`config.mk`:
```
export PLATFORM = sky130hd
export DESIGN_NAME = one_wire_bus_master
export DESIGN_NICKNAME = d
export VERILOG_FILES = /design/src/rtl/core/owbm_pkg.sv /design/src/rtl/core/owbm_front.sv /design/src/rtl/core/owbm_back.sv /design/src/rtl/core/one_wire_bus_master.sv
export SDC_FILE = /design/constraint.sdc
export NUM_CORES = 1
export LEC_CHECK = 0
export ABC_AREA = 1
export BUFFER_PORTS_ARGS = -buffer_cell sky130_fd_sc_hd__buf_2
export CAP_MARGIN = 10
export CORE_MARGIN = 4
export CORE_UTILIZATION = 35
export CTS_CLUSTER_DIAMETER = 60
export DETAILED_ROUTE_END_ITERATION = 7
export GPL_ROUTABILITY_DRIVEN = 1
export HOLD_SLACK_MARGIN = 0.06
export SETUP_SLACK_MARGIN = 0.3
export SLEW_MARGIN = 15
export SYNTH_ARGS = -nofsm -noshare
export SYNTH_HDL_FRONTEND = slang
export SYNTH_SLANG_ARGS = --single-unit
```
`constraint.sdc`:
```
create_clock -name clk -period 3.9 [get_ports clk]
set_clock_uncertainty 0.2 [all_clocks]
set_input_delay 0.195 -clock clk [delete_from_list [all_inputs] [get_ports clk]]
set_output_delay 0.195 -clock clk [all_outputs]
set_load 0.005 [all_outputs]
```
`src/rtl/core/owbm_pkg.sv`:
```
// shared types and constants for the one-wire bus master
`default_nettype none

package owbm_pkg;

	// sequence the back end is running
	typedef enum logic [1:0] {
		OP_IDLE  = 2'd0,
		OP_RESET = 2'd1,
		OP_WRITE = 2'd2,
		OP_READ  = 2'd3
	} op_t;

	// item kinds on the input stream
	localparam logic [1:0] KIND_TICK  = 2'd0;
	localparam logic [1:0] KIND_RESET = 2'd1;
	localparam logic [1:0] KIND_WRITE = 2'd2;
	localparam logic [1:0] KIND_READ  = 2'd3;

	// phase lengths in microseconds
	localparam logic [8:0] T_RST_LOW     = 9'd480;
	localparam logic [8:0] T_RST_SAMPLE  = 9'd70;
	localparam logic [8:0] T_RST_TAIL    = 9'd410;
	localparam logic [8:0] T_W1_LOW      = 9'd6;
	localparam logic [8:0] T_W1_REL      = 9'd64;
	localparam logic [8:0] T_W0_LOW      = 9'd60;
	localparam logic [8:0] T_W0_REL      = 9'd10;
	localparam logic [8:0] T_RD_LOW      = 9'd6;
	localparam logic [8:0] T_RD_SAMPLE   = 9'd1;
	localparam logic [8:0] T_RD_TAIL     = 9'd55;

	localparam logic [1:0] PH_FIRST  = 2'd0;
	localparam logic [1:0] PH_SECOND = 2'd1;
	localparam logic [1:0] PH_THIRD  = 2'd2;

	localparam int QDEPTH = 2;

	// classified item handed from front to back
	typedef struct packed {
		logic       is_cmd;
		op_t        op;
		logic [7:0] data;
		logic       level;
	} item_t;

endpackage

`default_nettype wire

```
`src/rtl/core/owbm_front.sv`:
```
// front end: accepts stream transfers, classifies them, queues them for the sequencer
`default_nettype none

module owbm_front (
	input  wire               clk,
	input  wire               arst_n,
	input  wire               in_valid,
	output logic              in_ready,
	input  wire  [1:0]        in_kind,
	input  wire  [7:0]        in_data,
	input  wire               in_level,
	output logic              q_valid,
	output owbm_pkg::item_t   q_item,
	input  wire               q_pop
);
	import owbm_pkg::*;

	item_t      ent_q [QDEPTH];
	logic       wr_ptr_q;
	logic       rd_ptr_q;
	logic [1:0] cnt_q;
	item_t      cls;
	logic       push;

	// classify the incoming kind
	always_comb begin
		cls.data  = in_data;
		cls.level = in_level;
		unique case (in_kind)
			KIND_TICK: begin
				cls.is_cmd = 1'b0;
				cls.op     = OP_IDLE;
			end
			KIND_RESET: begin
				cls.is_cmd = 1'b1;
				cls.op     = OP_RESET;
			end
			KIND_WRITE: begin
				cls.is_cmd = 1'b1;
				cls.op     = OP_WRITE;
			end
			default: begin
				cls.is_cmd = 1'b1;
				cls.op     = OP_READ;
			end
		endcase
	end

	assign in_ready = (cnt_q != 2'(QDEPTH));
	assign push     = in_valid && in_ready;
	assign q_valid  = (cnt_q != 2'd0);
	assign q_item   = ent_q[rd_ptr_q];

	always_ff @(posedge clk) begin
		if (push) begin
			ent_q[wr_ptr_q] <= cls;
		end
	end

	always_ff @(posedge clk or negedge arst_n) begin
		if (!arst_n) begin
			wr_ptr_q <= 1'b0;
			rd_ptr_q <= 1'b0;
			cnt_q    <= 2'd0;
		end else begin
			if (push) begin
				wr_ptr_q <= ~wr_ptr_q;
			end
			if (q_pop) begin
				rd_ptr_q <= ~rd_ptr_q;
			end
			cnt_q <= cnt_q + {1'b0, push} - {1'b0, q_pop};
		end
	end

`ifndef SYNTHESIS
	a_cnt_bound: assert property (@(posedge clk) disable iff (!arst_n)
		cnt_q <= 2'(QDEPTH))
		else $error("queue count over depth");
	a_ptr_gap: assert property (@(posedge clk) disable iff (!arst_n)
		(cnt_q == 2'd0 || cnt_q == 2'(QDEPTH)) |-> (wr_ptr_q == rd_ptr_q))
		else $error("queue pointers out of step with count");
	a_no_underflow: assert property (@(posedge clk) disable iff (!arst_n)
		q_pop |-> q_valid)
		else $error("pop from empty queue");
`endif

endmodule

`default_nettype wire

```
`src/rtl/core/owbm_back.sv`:
```
// back end: bus sequencer for reset, write byte and read byte, with registered result
`default_nettype none

module owbm_back (
	input  wire               clk,
	input  wire               arst_n,
	input  wire               q_valid,
	input  owbm_pkg::item_t   q_item,
	output logic              q_pop,
	output logic              out_valid,
	input  wire               out_ready,
	output logic [15:0]       out_data
);
	import owbm_pkg::*;

	op_t        op_q,    op_n;
	logic [1:0] phase_q, phase_n;
	logic [8:0] cnt_q,   cnt_n;
	logic [2:0] bit_q,   bit_n;
	logic [7:0] shift_q, shift_n;
	logic       pres_q,  pres_n;
	logic [7:0] rres_q,  rres_n;
	logic       done_n;
	logic       finished;
	logic [8:0] len;
	logic [8:0] cnt_inc;

	logic       out_valid_q;
	logic       drive_q, busy_q, done_q;

	assign q_pop = q_valid && (!out_valid_q || out_ready);

	// length of the current phase
	always_comb begin
		unique case (op_q)
			OP_RESET: len = (phase_q == PH_FIRST)  ? T_RST_LOW :
			                (phase_q == PH_SECOND) ? T_RST_SAMPLE : T_RST_TAIL;
			OP_WRITE: len = (phase_q == PH_FIRST) ?
			                (shift_q[0] ? T_W1_LOW : T_W0_LOW) :
			                (shift_q[0] ? T_W1_REL : T_W0_REL);
			default:  len = (phase_q == PH_FIRST)  ? T_RD_LOW :
			                (phase_q == PH_SECOND) ? T_RD_SAMPLE : T_RD_TAIL;
		endcase
	end

	assign cnt_inc = cnt_q + 9'd1;

	// next state
	always_comb begin
		op_n     = op_q;
		phase_n  = phase_q;
		cnt_n    = cnt_q;
		bit_n    = bit_q;
		shift_n  = shift_q;
		pres_n   = pres_q;
		rres_n   = rres_q;
		finished = 1'b0;
		if (q_item.is_cmd) begin
			// commands are dropped while a sequence runs
			if (op_q == OP_IDLE) begin
				op_n    = q_item.op;
				phase_n = PH_FIRST;
				cnt_n   = 9'd0;
				bit_n   = 3'd0;
				shift_n = (q_item.op == OP_WRITE) ? q_item.data : 8'd0;
			end
		end else if (op_q != OP_IDLE) begin
			cnt_n = cnt_inc;
			if (cnt_inc >= len) begin
				cnt_n = 9'd0;
				unique case (op_q)
					OP_RESET: begin
						if (phase_q == PH_SECOND) begin
							pres_n = ~q_item.level;
						end
						if (phase_q == PH_THIRD) begin
							finished = 1'b1;
						end else begin
							phase_n = phase_q + 2'd1;
						end
					end
					OP_WRITE: begin
						if (phase_q == PH_FIRST) begin
							phase_n = PH_SECOND;
						end else begin
							shift_n  = {1'b0, shift_q[7:1]};
							finished = (bit_q == 3'd7);
							bit_n    = bit_q + 3'd1;
							phase_n  = PH_FIRST;
						end
					end
					default: begin
						// read: sample on the one-microsecond phase
						if (phase_q == PH_SECOND) begin
							shift_n = {q_item.level, shift_q[7:1]};
						end
						if (phase_q == PH_THIRD) begin
							finished = (bit_q == 3'd7);
							bit_n    = bit_q + 3'd1;
							phase_n  = PH_FIRST;
							if (bit_q == 3'd7) begin
								rres_n = shift_q;
							end
						end else begin
							phase_n = phase_q + 2'd1;
						end
					end
				endcase
				if (finished) begin
					op_n    = OP_IDLE;
					phase_n = PH_FIRST;
					bit_n   = 3'd0;
				end
			end
		end
	end

	// result flags
	always_comb begin
		done_n = finished;
	end

	always_ff @(posedge clk or negedge arst_n) begin
		if (!arst_n) begin
			op_q        <= OP_IDLE;
			phase_q     <= PH_FIRST;
			cnt_q       <= 9'd0;
			bit_q       <= 3'd0;
			shift_q     <= 8'd0;
			pres_q      <= 1'b0;
			rres_q      <= 8'd0;
			out_valid_q <= 1'b0;
			drive_q     <= 1'b0;
			busy_q      <= 1'b0;
			done_q      <= 1'b0;
		end else begin
			if (q_pop) begin
				op_q        <= op_n;
				phase_q     <= phase_n;
				cnt_q       <= cnt_n;
				bit_q       <= bit_n;
				shift_q     <= shift_n;
				pres_q      <= pres_n;
				rres_q      <= rres_n;
				drive_q     <= (op_n != OP_IDLE) && (phase_n == PH_FIRST);
				busy_q      <= (op_n != OP_IDLE);
				done_q      <= done_n;
				out_valid_q <= 1'b1;
			end else if (out_ready) begin
				out_valid_q <= 1'b0;
			end
		end
	end

	assign out_valid = out_valid_q;
	assign out_data  = {4'd0, rres_q, pres_q, done_q, busy_q, drive_q};

`ifndef SYNTHESIS
	a_cnt_range: assert property (@(posedge clk) disable iff (!arst_n)
		cnt_q < T_RST_LOW)
		else $error("microsecond count past longest phase");
	a_idle_clean: assert property (@(posedge clk) disable iff (!arst_n)
		(op_q == OP_IDLE) |-> (phase_q == PH_FIRST && bit_q == 3'd0 && cnt_q == 9'd0))
		else $error("idle with leftover sequence state");
	a_done_idle: assert property (@(posedge clk) disable iff (!arst_n)
		(out_valid_q && done_q) |-> (!busy_q && !drive_q))
		else $error("done reported while still busy");
	a_phase_range: assert property (@(posedge clk) disable iff (!arst_n)
		(op_q == OP_WRITE) |-> (phase_q != PH_THIRD))
		else $error("write slot in a third phase");
`endif

endmodule

`default_nettype wire

```
`src/rtl/core/one_wire_bus_master.sv`:
```
// top level of the one-wire bus master
`default_nettype none

// One-wire bus master driven by a stream of items: a one-microsecond tick or one
// of three commands (bus reset with presence detect, write byte, read byte, LSB
// first). Each accepted item produces exactly one result transfer that shows the
// bus drive, busy, done, the presence flag of the last reset and the last byte
// read. Commands that arrive while a sequence runs are ignored; ticks while idle
// change nothing. Timing follows the standard slots: reset 480 us low, sample at
// 70 us, 410 us recovery; write-1 6/64 us, write-0 60/10 us; read 6 us low, sample
// 1 us later, 55 us recovery. The line level is taken from the tick item.
// Throughput is one item per clock while the result side keeps accepting; an input
// transfer passes through the two-entry queue and then the result register. The
// queue lets the input side keep moving while a result waits on the output side.
module one_wire_bus_master (
	input  wire         clk,
	input  wire         arst_n,
	// input stream
	input  wire         s_axis_tvalid,
	output logic        s_axis_tready,
	input  wire  [15:0] s_axis_tdata,  // [7:0] data_byte, [8] line_level, [15:9] zero
	input  wire  [1:0]  s_axis_tuser,  // [1:0] kind
	// result stream
	output logic        m_axis_tvalid,
	input  wire         m_axis_tready,
	output logic [15:0] m_axis_tdata   // [0] drive_low, [1] busy_res, [2] done_res,
	                                   // [3] presence, [11:4] read_byte, [15:12] zero
);
	import owbm_pkg::*;

	logic  q_valid;
	logic  q_pop;
	item_t q_item;

	// front: classify and queue each transfer
	owbm_front u_front (
		.clk      (clk),
		.arst_n   (arst_n),
		.in_valid (s_axis_tvalid),
		.in_ready (s_axis_tready),
		.in_kind  (s_axis_tuser),
		.in_data  (s_axis_tdata[7:0]),
		.in_level (s_axis_tdata[8]),
		.q_valid  (q_valid),
		.q_item   (q_item),
		.q_pop    (q_pop)
	);

	// back: run the bus sequences and register the result
	owbm_back u_back (
		.clk       (clk),
		.arst_n    (arst_n),
		.q_valid   (q_valid),
		.q_item    (q_item),
		.q_pop     (q_pop),
		.out_valid (m_axis_tvalid),
		.out_ready (m_axis_tready),
		.out_data  (m_axis_tdata)
	);

endmodule

`default_nettype wire

```
After elaboration in Yosys (flattened, before gate mapping)
Memories as Yosys holds them, arrays and structs flattened.
Cells that the tools add are included.
Word-level totals
  register bits after elaboration: 41
  memory bits (writable): 24
  bits of input ports: 22
  output and inout port bits: 18
  logic and storage cells: 120
  memories kept: 1
Memory list
  u_front.ent_q: depth 2, width 12, read ports 1, clocked after Yosys merged registers in 0, write ports 1, line owbm_front.sv:18  | item_t ent_q [QDEPTH];
Operators by class
  $add $sub $neg: 5
  order comparisons: 1
  eq/ne operators: 14
  mux-type cells: 57
  bitwise logic cells: 5
  reduce and logical (&&, ||, !) cells: 23
Operator list (count)
  $mux 9: 8
  $mux 8: 7
  $mux 2: 12
  $mux 3: 7
  $reduce_and 7->1: 3
  $pmux 9 s2: 1
  $pmux 8 s2: 1
  $mux 1: 14
  $mux 6: 2
  $reduce_bool 2->1: 6
  $add 9x1->9 const B: 1
  $ge 9x9->1: 1
  $pmux 3 s3: 1
  $eq 2x2->1 const B: 4
  $logic_not 2->1: 4
  $mux 7: 1
  $eq 2x1->1 const B: 3
  $pmux 3 s2: 1
  $reduce_and 6->1: 1
  $not 1->1: 5
  $ne 2x2->1 const B: 2
  $ne 4x4->1 const B: 1
  $pmux 2 s2: 1
  $reduce_bool 4->1: 1
  other kinds (15): 17

Longest topological paths before layout
  depth in word-level cells: 14
  mapped depth: 22

Modules after synthesis
A second synthesis with hierarchy kept.
Second synthesis, totals
  cells, all modules: 378
  area, all modules: 3535.9 um^2
Modules (own cells, without submodules)
  owbm_back: instances 1, cells each 311, area an instance 2414.8 um^2, sequential area each 925.9 um^2
  owbm_front: instances 1, cells each 67, area an instance 1121.1 um^2, sequential area each 820.8 um^2

Least setup slack after synthesis
OpenSTA, ideal clock, no wires.
  path type: register -> register
  start point: reg u_back.op_q[0]
  end point: reg u_back.shift_q[7]
  library setup time: 74 ps
  data arrival time: 2568 ps
  setup slack: 1058 ps
  cell stages (with the launch flop): 21
  cell sequence: dfrtp_1 inv_1 ha_1 nand2_1 inv_1 nand2_1 nor2_1 nor3_1 ha_1 nand2_1 inv_1 nand2_1 nand2_1 nand2_1 nand4_2 nand2_1 nand2_1 nand2_2 buf_6 nand2_1 o21ai_2
On the way
  cells in the longest elaborated chain, start to end: 5
  elaborated cells between the ends (all ways): 17
RTL lines
  from (decl): line owbm_back.sv:16  | op_t op_q, op_n;
  from (signal assigned): line owbm_back.sv:138  | op_q <= op_n;
  $eq 2x2->1 or $eq 2x1->1 (tied branches): line owbm_back.sv:35, owbm_back.sv:71
  $pmux 9 s2 or $pmux 8 s2 (tied branches): line owbm_back.sv:35, owbm_back.sv:71
  $ge 9x9->1 or $mux 8 (tied branches): line owbm_back.sv:69  | if (cnt_inc >= len) begin
  $reduce_bool 2->1 (no line) or $mux 8 (tied branches)
  $reduce_and 7->1 (no line) or $mux 8 (tied branches)
  to (signal assigned): line owbm_back.sv:142  | shift_q <= shift_n;
  to (decl): line owbm_back.sv:20  | logic [7:0] shift_q, shift_n;
Several ways; a longest one is shown, not always the timed one. The select of a mux whose other input is x is not followed.
A chain may end at the register's enable or synchronous reset.

Final worst setup path
  start point: reg u_back.op_q[1]
  end point: reg u_back.drive_q
On the way
  cells in the longest elaborated chain, start to end: 11
  elaborated cells between the ends (all ways): 24
RTL lines
  parallel branches: the longest is 10 deep, another holds $ge 9x9->1
  $logic_and 1x1->1 (*): line owbm_back.sv:145  | drive_q <= (op_n != OP_IDLE) && (phase_n == PH_FIRST);
  to (signal assigned): line owbm_back.sv:145
  to (decl): line owbm_back.sv:29  | logic drive_q, busy_q, done_q;
Mark *: on every way between the ends. The select of a mux whose other input is x is not followed.

==> results_dict.tcl <==
set metrics [dict create \
    synth_flop_cell "dfrtp_1" \
    ant_nets 0 \
    via_per_inst 4.62 \
    criticalPathCategory "reg -> reg" \
    drc 0 \
    finalSetupViolations 0 \
    synth_top_family_by_area "simple AND/OR/NAND/NOR gates" \
    r2r_start "u_back.op_q[1]" \
    start_util_pct 36.4 \
    fin_cells 559 \
    synth_seq_cells 65 \
    nets 467 \
    post_cts_buffers 0 \
    synthXorXnorAreaFrac_pct 2.44 \
    drv_cap 0 \
    placed_area_um2 3800 \
    final_common_cell "nand2_1" \
    avgSynthCellArea_um2 9.44 \
    ios 40 \
    dieArea_um2 11900 \
    cts_inserted_buffers 9 \
    required_ns 3.94 \
    drt_iter0_markers 94 \
    hpwlAfterDp_mm 5.12 \
    drv_slew 0 \
    crit_chain "inv_1, ha_1, nand2_1, inv_1, nand2_1, nor2_1, nor3_1, ha_1, nand2_1, inv_1, nand2_1, nand2_1, nand2_1, nand4_2, nand3_1, nand2_1, nand2_1, nand2_1, nand2_1, nand2_1, nand2_1" \
    die_w_um 109 \
    grt_pass1_wl_mm 12.3 \
    ys_seq_area_share_pct 48.7 \
    grt_antenna_before_repair 0 \
    numPortBuffers 28 \
    final_util_pct 42.1 \
    path_max_fanout 7 \
    min_period_ns 3.27 \
    powerDensity_nw_per_um2 739 \
    dieHeight_um 109 \
    hold_viol 0 \
    synth_fa_ha_area_share_pct 8.37 \
    cts_tree "built" \
    clk_latency_ns 0.34 \
    r2r_cells 21 \
    grtUsageTotal_pct 13.1 \
    crit_path_max_incr_delay_ns 0.41 \
    p_leak_nw 2.04 \
    rsz0062_at_grt "true" \
    critical-path-slowest-cell "ha_1" \
    grt_pass1_vias 2626 \
    worstHoldPathType "reg -> reg" \
    synth_area_um2 3590 \
    wl_per_cell_um 12.6 \
    first_pass_iters 4 \
    dpl.cell_count 529 \
    via_count 2580 \
    tightest_slew_ns 1.03 \
    cpMostUsedCell "nand2_1" \
    async_flop_share_pct 63.1 \
    irDropWorstVdd_mv 0.272 \
    slew_headroom_pct 31.4 \
    path_clk_slew_ns 0.08 \
    fp.coreArea_um2 9860 \
    hold_depth 2 \
    clock.fmax_ghz 0.306 \
    num_antenna_cells 0 \
    root_buffer "clkbuf_8" \
    synth_compound_gate_area_share_pct 10.3 \
    worstHoldStart "u_back.drive_q" \
    nFillCells 995 \
    mostFrequentLayoutCells "nand2_1 (96), inv_1 (42), dfrtp_1 (41)" \
    synth_edf_count 24 \
    htree_levels 3 \
    outcome "finished, final reports clean" \
    synth.distinct_cells 39 \
    final_layout_size_suffix_gt1_share_pct 18.8 \
    gp_congestion 0.845 \
    crit_path_start_kind "flip-flop" \
    yosysWarnings 0 \
    core.rowCount 36 \
    area_delta_synth_final_pct 15.8 \
    synthCells 380 \
    grt_max_degree 42 \
    finalSetupTns_ns 0 \
    cp-startpoint "u_back.op_q[1]" \
    clockBufferDepth 2 \
    routed_wl_mm 7.04 \
    period_share_pct 83.8 \
    synth_simple_gate_area_share_pct 19.0 \
    clkSinkCount 65 \
    endpoint_kind "flip-flop" \
    muxShareOfSynthArea_pct 3.21 \
    critical_path_arrival_ns 3.31 \
    grt-ovfl-total 0 \
    fin_area_um2 4150 \
]
-- sequential cells by signal, summed over array words and instances, names as in the netlist, 2 cells and up --
name            count
u_back.shift_q      8
u_back.cnt_q        9
u_back.phase_q      2
u_front.cnt_q       2
u_back.op_q         2
u_back.bit_q        3
u_back.rres_q       8
u_front.ent_q      24
-- final timing paths --
kind	endpoint	slack (ns)
max in group asynchronous	u_back.rres_q[6]	2.59
setup / recovery	u_back.drive_q	0.63
hold / removal	u_back.drive_q	0.28
setup reg to reg	u_back.drive_q	0.63
hold reg to reg	u_back.drive_q	0.28
min in group asynchronous	u_back.cnt_q[4]	0.33
-- layout make-up --
cell class	instances	area, µm²	share of cell area, %
clock buffer	9	124	2.98
clock inverter	7	77.6	1.87
inverter	48	183	4.40
multi-input combinational	255	1580	38.0
sequential	65	1750	42.0
tap	133	166	4.01
timing repair buffer	42	280	6.75
-- cell usage after synthesis, types with 2 or more instances --
master	count	share of area [%]
nand4_1	5	0.87
nand2_1	97	10
nand2_2	4	0.70
buf_6	2	0.63
a21oi_1	13	1.8
o211ai_1	2	0.42
xor2_1	8	2.0
ha_1	24	8.4
clkbuf_1	5	0.52
o22ai_1	3	0.52
edfxtp_1	24	20
inv_2	4	0.42
o21ai_2	9	2.2
nor2_1	24	2.5
inv_1	42	4.4
o21ai_1	2	0.28
nand2_4	4	1.3
a22oi_1	7	1.5
o21ai_0	15	2.1
xnor2_1	2	0.49
buf_4	8	1.7
nand3_1	9	1.3
mux2_4	7	2.9
a211oi_1	2	0.42
dfrtp_1	41	29
nor3_1	4	0.56
-- report_power, final --
part	internal [mW]	leakage (nW)	total [mW]	switching [mW]
sequential	0.890	0.767	1.01	0.119
clock	0.301	0.100	0.592	0.291
combinational	0.481	1.18	1.47	0.988
-- critical path: cells and delay by family, from the launching register on --
kind	cells	cell delay, ns
fa+ha+maj	2	0.71
flops	1	0.38
simple gates	16	1.51
buf+inv	3	0.36
-- per-layer routing --
layer,GRT usage (%),up-vias,part of all wire [%]
li1,-,1315,-
met1,17.6,1217,50
met2,21.0,40,45
met3,3.32,8,3.4
met4,4.10,0,1.4
met5,0,-,0
-- cells by family (layout without fill, tap and decap cells) --
| family | count (synthesis) | in the layout |
|---|---|---|
| fa+ha+maj | 24 | 24 |
| buf+inv | 63 | 106 |
| compound gates | 57 | 57 |
| other cells | 1 | 4 |
| simple gates | 152 | 152 |
| xor+xnor | 10 | 10 |
| mux | 8 | 8 |
| flops | 65 | 65 |
-- per-stage QoR --
stage | power [mW] | setup WS, ns | hold WS (ns)
2_1_floorplan | 2.17 | 1.06 | -0.301
5_1_grt | 3.37 | 0.284 | 0.325
3_3_place_gp | 2.44 | 0.609 | 0.185
6_report | 3.07 | 0.632 | 0.282
4_1_cts | 3.09 | 0.569 | 0.289
3_5_place_dp | 2.48 | 0.595 | 0.188
-- what timing repair did --
action                                  CTS  global route
resized for setup                         0             2
endpoints found under the setup margin    0            14
hold endpoints to repair                 68             0
hold buffers                             14             0
No activity file was read; power rests on OpenSTA's default activity.
